--- config.mk ---
export PLATFORM = sky130hd
export DESIGN_NAME = gve_div
export DESIGN_NICKNAME = d
export VERILOG_FILES = /design/src/rtl/gve_pkg.sv /design/src/rtl/gve_div.sv
export SDC_FILE = /design/constraint.sdc
export NUM_CORES = 1
export LEC_CHECK = 0
export BUFFER_PORTS_ARGS = -buffer_cell sky130_fd_sc_hd__buf_2
export CAP_MARGIN = 30
export CORE_MARGIN = 5
export CORE_UTILIZATION = 40
export DETAILED_ROUTE_END_ITERATION = 8
export GPL_TIMING_DRIVEN = 0
export PLACE_DENSITY = 0.73
export SLEW_MARGIN = 20
export SYNTH_ARGS = -nofsm -noshare
export SYNTH_HDL_FRONTEND = slang
export SYNTH_SLANG_ARGS = --single-unit
--- constraint.sdc ---
create_clock -name i_clk -period 2.8 [get_ports i_clk]
set_input_delay 0.14 -clock i_clk [delete_from_list [all_inputs] [get_ports i_clk]]
set_output_delay 0.14 -clock i_clk [all_outputs]
set_load 0.03 [all_outputs]
--- src/rtl/gve_pkg.sv ---
// Shared constants, types and state codes for the velocity estimator.
package gve_pkg;

    localparam int DIV_NW      = 53;
    localparam int DIV_DW      = 32;
    localparam int DIV_CW      = 6;
    localparam int CNT_W       = 5;
    localparam int AVG_TAPS_DEF = 5;

    localparam logic [19:0] SCALE_US   = 20'd1000000;
    localparam logic [19:0] MIN_RST    = 20'd1000;
    localparam logic [9:0]  LIM_RST    = 10'd20;

    localparam logic [1:0] ST_OK      = 2'd0;
    localparam logic [1:0] ST_SHORT   = 2'd1;
    localparam logic [1:0] ST_OUTLIER = 2'd2;

    localparam logic REG_MIN = 1'b0;
    localparam logic REG_LIM = 1'b1;

    typedef enum logic [3:0] {
        S_IDLE,
        S_CHECK,
        S_MUL,
        S_DIV1,
        S_DIV1W,
        S_SAT,
        S_DIFF,
        S_SQ,
        S_CMP,
        S_SUM,
        S_DIV2,
        S_DIV2W,
        S_PUSH,
        S_DONE
    } t_state;

endpackage

--- src/rtl/gve_div.sv ---
// Bit-serial restoring unsigned divider, one quotient bit per cycle.
module gve_div (
    input  logic                           i_clk,
    input  logic                           i_rst_n,
    input  logic                           i_start,
    input  logic [gve_pkg::DIV_NW-1:0]     i_dvd,
    input  logic [gve_pkg::DIV_DW-1:0]     i_dvs,
    output logic [gve_pkg::DIV_NW-1:0]     o_quo,
    output logic                           o_busy
);

    logic [gve_pkg::DIV_CW-1:0] r_cnt;
    logic [gve_pkg::DIV_DW:0]   r_rem;
    logic [gve_pkg::DIV_NW-1:0] r_quo;
    logic [gve_pkg::DIV_DW-1:0] r_dvs;
    logic [gve_pkg::DIV_DW:0]   w_trial;
    logic [gve_pkg::DIV_DW:0]   w_next;
    logic                       w_ge;

    always_comb begin
        w_trial = {r_rem[gve_pkg::DIV_DW-1:0], r_quo[gve_pkg::DIV_NW-1]};
        w_ge    = w_trial >= {1'b0, r_dvs};
        w_next  = w_ge ? (w_trial - {1'b0, r_dvs}) : w_trial;
    end

    always_ff @(posedge i_clk) begin
        if (!i_rst_n) begin
            r_cnt <= '0;
        end else if (i_start) begin
            r_cnt <= gve_pkg::DIV_CW'(gve_pkg::DIV_NW);
        end else if (r_cnt != '0) begin
            r_cnt <= r_cnt - 1'b1;
        end
    end

    always_ff @(posedge i_clk) begin
        if (i_start) begin
            r_rem <= '0;
            r_quo <= i_dvd;
            r_dvs <= i_dvs;
        end else if (r_cnt != '0) begin
            r_rem <= w_next;
            r_quo <= {r_quo[gve_pkg::DIV_NW-2:0], w_ge};
        end
    end

    assign o_quo  = r_quo;
    assign o_busy = r_cnt != '0;

endmodule
# [Yosys cells after proc, flatten, opt, wreduce, memory -nomap -nowiden]
# Cells that the tools add are included.
[totals] register_bits=123 latch_bits=0 mem_bits_rw=0 romBits=0 in_bits=88 out_inout_bits=54 word_cells=17 memories=0
[classes] add_sub_neg=2 mul=0 div=0 n_lt_le_gt_ge=1 n_eq_ne=0 shift=0 n_mux=5 n_bitwise=1 reduce_logical=3
[ops] cell="two-way mux 53 bit" n=2
[ops] cell="greater-or-equal comparator 33 x 32 -> 1 bit" n=1
[ops] cell="two-way mux 32 bit" n=1
[ops] cell="subtractor 32 bit" n=1
[ops] cell="two-way mux 6 bit" n=2
[ops] cell="nonzero test 6 bit" n=1
[ops] cell="subtractor 6 x 1 -> 6 bit, second input constant" n=1
[ops] cell="nonzero test 2 bit" n=1
[ops] cell="OR reduction 2 bit" n=1
[ops] cell="inverter 1 bit" n=1

# [Logic depth before layout (Yosys ltp)]
[depth] ltp_word=3 depth_mapped=14 depth_no_buf=11

# [Least setup slack after synthesis]
# OpenSTA, ideal clock, no wires.
[synth_path] path_kind="flip-flop to flip-flop" start="register r_cnt[0] in the netlist's numbering" end="register r_quo (netlist bit o_quo[0]) (enable)" setup_ns=0.494 arrival_time_ns=2.409 required_time_ns=2.306 slack_ns=-0.102 stages_incl_launch_ff=9 n_path_buf=1 synth_period_minus_slack_ns=2.902 cell_sequence="dfxtp_1 -> inv_1 -> ha_1 -> nand2_1 -> nor3_1 -> inv_1 -> clkbuf_1 -> nor2_1 -> inv_1"
[synth_between] elab_chain_len=2
[synth_lines] item="from (decl)" line_no="gve_div.sv:12" rtl="logic [gve_pkg::DIV_CW-1:0] r_cnt;"
[synth_lines] item="from (signal assigned)" line_no="gve_div.sv:30" rtl="r_cnt <= gve_pkg::DIV_CW'(gve_pkg::DIV_NW);"
[synth_lines] item="from (signal assigned)" line_no="gve_div.sv:32" rtl="r_cnt <= r_cnt - 1'b1;"
[synth_lines] item="nonzero test 6 bit" line_no="gve_div.sv:41" rtl="end else if (r_cnt != '0) begin"
[synth_lines] item="nonzero test 2 bit (no line)"
[synth_lines] item="to (signal assigned)" line_no="gve_div.sv:39" rtl="r_quo <= i_dvd;"
[synth_lines] item="to (signal assigned)" line_no="gve_div.sv:43" rtl="r_quo <= {r_quo[gve_pkg::DIV_NW-2:0], w_ge};"
[synth_lines] item="to (decl)" line_no="gve_div.sv:14" rtl="logic [gve_pkg::DIV_NW-1:0] r_quo;"
# No other way between the ends.
# A chain may end at the register's enable or synchronous reset.

# [Worst setup path after layout]
[layout_path] start="register r_dvs[28] in the netlist's numbering" end="register r_rem[5] in the netlist's numbering"
[layout_between] elab_chain_len=2
[layout_lines] item="from (decl)" line_no="gve_div.sv:15" rtl="logic [gve_pkg::DIV_DW-1:0] r_dvs;"
[layout_lines] item="from (signal assigned)" line_no="gve_div.sv:40" rtl="r_dvs <= i_dvs;"
[layout_lines] item="greater-or-equal comparator 33 x 32 -> 1 bit" line_no="gve_div.sv:22" rtl="w_ge = w_trial >= {1'b0, r_dvs};"
[layout_lines] item="two-way mux 32 bit" line_no="gve_div.sv:23" rtl="w_next = w_ge ? (w_trial - {1'b0, r_dvs}) : w_trial;"
[layout_lines] item="to (signal assigned)" line_no="gve_div.sv:42" rtl="r_rem <= w_next;"
[layout_lines] item="to (decl)" line_no="gve_div.sv:13" rtl="logic [gve_pkg::DIV_DW:0] r_rem;"
# No other way between the ends.

==> results.ini <==
[run]
max-cap-violations=0

[floorplan]
die_x_um=142.0
initial_core_util_pct=40.59
fp.coreArea_sq_um=17180
dieHeight_um=142.0
std_cell_rows=48
io_pins=142
die_area_sq_um=20170

[power]
p_per_area_nw_per_um2=978.4
power.leakage_nw=3.981
irDropWorstVdd_uv=528.4

[global_route]
grt_max_degree=34
grt_pass1_vias=5939
grt.total_usage_pct=18.92
grt_pass1_wl_mm=30.04
antenna_found_initial=0
overflow=0

[clock_network]
clockBufferDepth=2
clk_latency_ns=0.42
cts_root_buf=clkbuf_16
tritoncts=yes
path_clk_slew_ns=0.06
numCtsBuffers=17
cts_sinks=123
htreeDepth=4

[status]
failed_checks=setup timing
status=finished, violations left

[yosys]
yosysUniqueCellTypes=65
yosysWarnings=0
yosysSeqAreaShare_pct=47.52
syn_area_sq_um=6972
syn_inst=658
synth-edff-count=85
synth_flop_cell=edfxtp_1
synthArstFlopShare_pct=0
synth_seq_cells=123
syn_nets=780
syn_area_per_cell_sq_um=10.60

[finish]
diodes=0
final_cell_area_sq_um=9617
fill_cells=1492
fin_nets=1005
syn2layout_area_growth_pct=37.94
final_layout_size_suffix_gt1_share_pct=38.99

[detailed_routing]
num_vias=6034
viasPerCell=5.388
antenna_left=0
routed_wl_mm=20.02
drc=0
firstDrtPassIters=5
drt_iter0_drc=381
wl_per_cell_um=17.88

[critical_path]
critPathTopFamily=simple AND/OR/NAND/NOR gates
crit_type=reg -> reg
worstSetupStartpointType=register
cp-end-kind=register
crit_path_cell_trace=inv_2 -> ha_4 -> buf_6 -> and4_4 -> and4_4 -> a41oi_4 -> a31oi_4 -> or3_1 -> buf_6 -> nor2_8 -> clkbuf_16 -> nand2_4 -> a311oi_2
required_ns=3.13
critPathMaxFanout=7
cp.buffers_inverters=4
slowest_stage=edfxtp_1
critPathArrivalTime_ns=3.16
cpPeakStageDelay_ns=0.38

[sta]
final.period_utilization_pct=101.2
worst_pin_slew_ns=0.8621
max_freq_mhz=352.9
finalCriticalPeriod_ns=2.834
rsz0062_at_grt=yes
maxSlewViolCount=0
max_slew_margin_pct=42.53
worst_slack_ns=-0.03368
finClkSkew_ns=0.01146
finalHoldViolCount=0
setup_viol=7

[min_path]
holdCritPathClass=in -> reg

[placement]
place_area_sq_um=7990
dpl.hpwl_mm=13.47
portBuffers=141
dp_slack_ns=-0.7421
routabilityCongestion=0.8449

synth_stat cells (all sizes together), types with 7 or more instances:
cell     n  share of area, %
nor3    11              0.86
a21o    12               1.3
o211ai   8              0.86
nand2   66               3.6
a311oi  16               3.2
nand3   16               1.1
a31oi    7              0.63
nor2    53               3.1
buf     11               1.4
inv     47               2.5
xnor2   15               1.9
mux2    55               8.9
ha      33               5.9
edfxtp  85                37
clkbuf  19               1.0
a21oi   47               3.4
dfxtp   38                11
a211oi  14               1.7
o21ai   29               2.1
registers in the layout (all words and copies together), names as in the netlist:
name	cells
r_rem	32
r_dvs	32
o_quo	53
r_cnt	6
worst paths after layout:
path | slack (ns) | to | start | cells past startpoint
max | -0.03 | r_rem[5] | r_dvs[28] | 13
min | 0.02 | o_quo[33] | i_dvd[33] | 2
max reg2reg | -0.03 | r_rem[5] | r_dvs[28] | 13
min reg2reg | 0.48 | r_cnt[3] | r_cnt[3] | 2
power by group:
| part | leakage, nW | internal [W] | switching, W |
|---|---|---|---|
| combinational | 2.54 | 0.00207 | 0.00252 |
| clock | 0.255 | 0.00129 | 0.000822 |
| sequential | 1.18 | 0.00237 | 0.000338 |
layer usage:
metal | global-route usage, % | part of all wire [%] | vias to the layer above
met2 | 30.61 | 48 | 273
met4 | 7.424 | 2.8 | 0
met3 | 6.620 | 8.9 | 42
met1 | 23.22 | 41 | 2842
li1 | - | - | 2877
met5 | 0 | 0 | -
repair_timing:
| action | 4_1_cts | 5_1_grt |
|---|---|---|
| pin swaps | 7 | 37 |
| cloned | 1 | 3 |
| setup buffers | 8 | 19 |
| endpoints found under the setup margin | 87 | 62 |
| endpoints found under the hold margin | 38 | 0 |
| hold buffers | 38 | 0 |
| resized for setup | 22 | 68 |
area by class of cell:
| cell class | instances | area (sq um) | share of cell area [%] |
|---|---|---|---|
| plain buffers | 25 | 168.9 | 1.756 |
| clock buffers | 17 | 425.4 | 4.424 |
| clock inverters | 14 | 131.4 | 1.366 |
| inverters | 47 | 180.2 | 1.874 |
| multi-input cells | 458 | 3706 | 38.54 |
| flip-flops and latches | 123 | 3316 | 34.48 |
| well taps | 225 | 281.5 | 2.927 |
| repair buffers | 210 | 1400 | 14.56 |
| repair inverters | 1 | 7.507 | 0.07806 |
layout by cell type, fill, tap and decap left out, types with 11 or more instances in the layout:
cell type,Yosys,layout
a21oi_1,46,38
a21o_1,11,11
nor2_1,52,49
buf_2,2,143
nand2_1,65,56
clkbuf_1,19,15
ha_1,33,18
a211oi_1,13,11
inv_1,47,45
o21ai_0,29,23
dfxtp_1,38,36
buf_4,2,26
clkbuf_16,0,20
nand3_1,16,15
dlygate4sd3_1,0,38
xnor2_1,15,15
edfxtp_1,85,85
a311oi_2,13,14
mux2_2,55,55
cell families (layout without fill, tap and decap cells):
kind of cell               Yosys count  after routing  synth area share [%]
AOI/OAI and AO/OA                  163            163                 16.92
xor gates and xnor gates            19             19                 2.387
adders and majority gates           34             34                 6.210
buffers and inverters               77            314                 4.989
DFF                                123            123                 47.52
muxes                               61             61                 9.745
and+or+nand+nor                    181            181                 12.22
metrics by stage:
step | power [W] | std cells | setup TNS [ns] | util (%) | hold slack (ns)
CTS | 0.008605 | 1103 | -0.2855 | 52.88 | 0.0004242
detailed placement | 0.006254 | 1025 | -41.84 | 46.52 | 0.3183
finish | 0.009409 | 1120 | -0.1388 | 55.99 | 0.01898
global route | 0.009906 | 1120 | -1.658 | 55.99 | 0.001646
floorplan | 0.005389 | 658 | 0 | - | 0.2389
global placement | 0.006202 | 1024 | -64.42 | 46.40 | 0.3177
(Power assumes the default switching activity.)
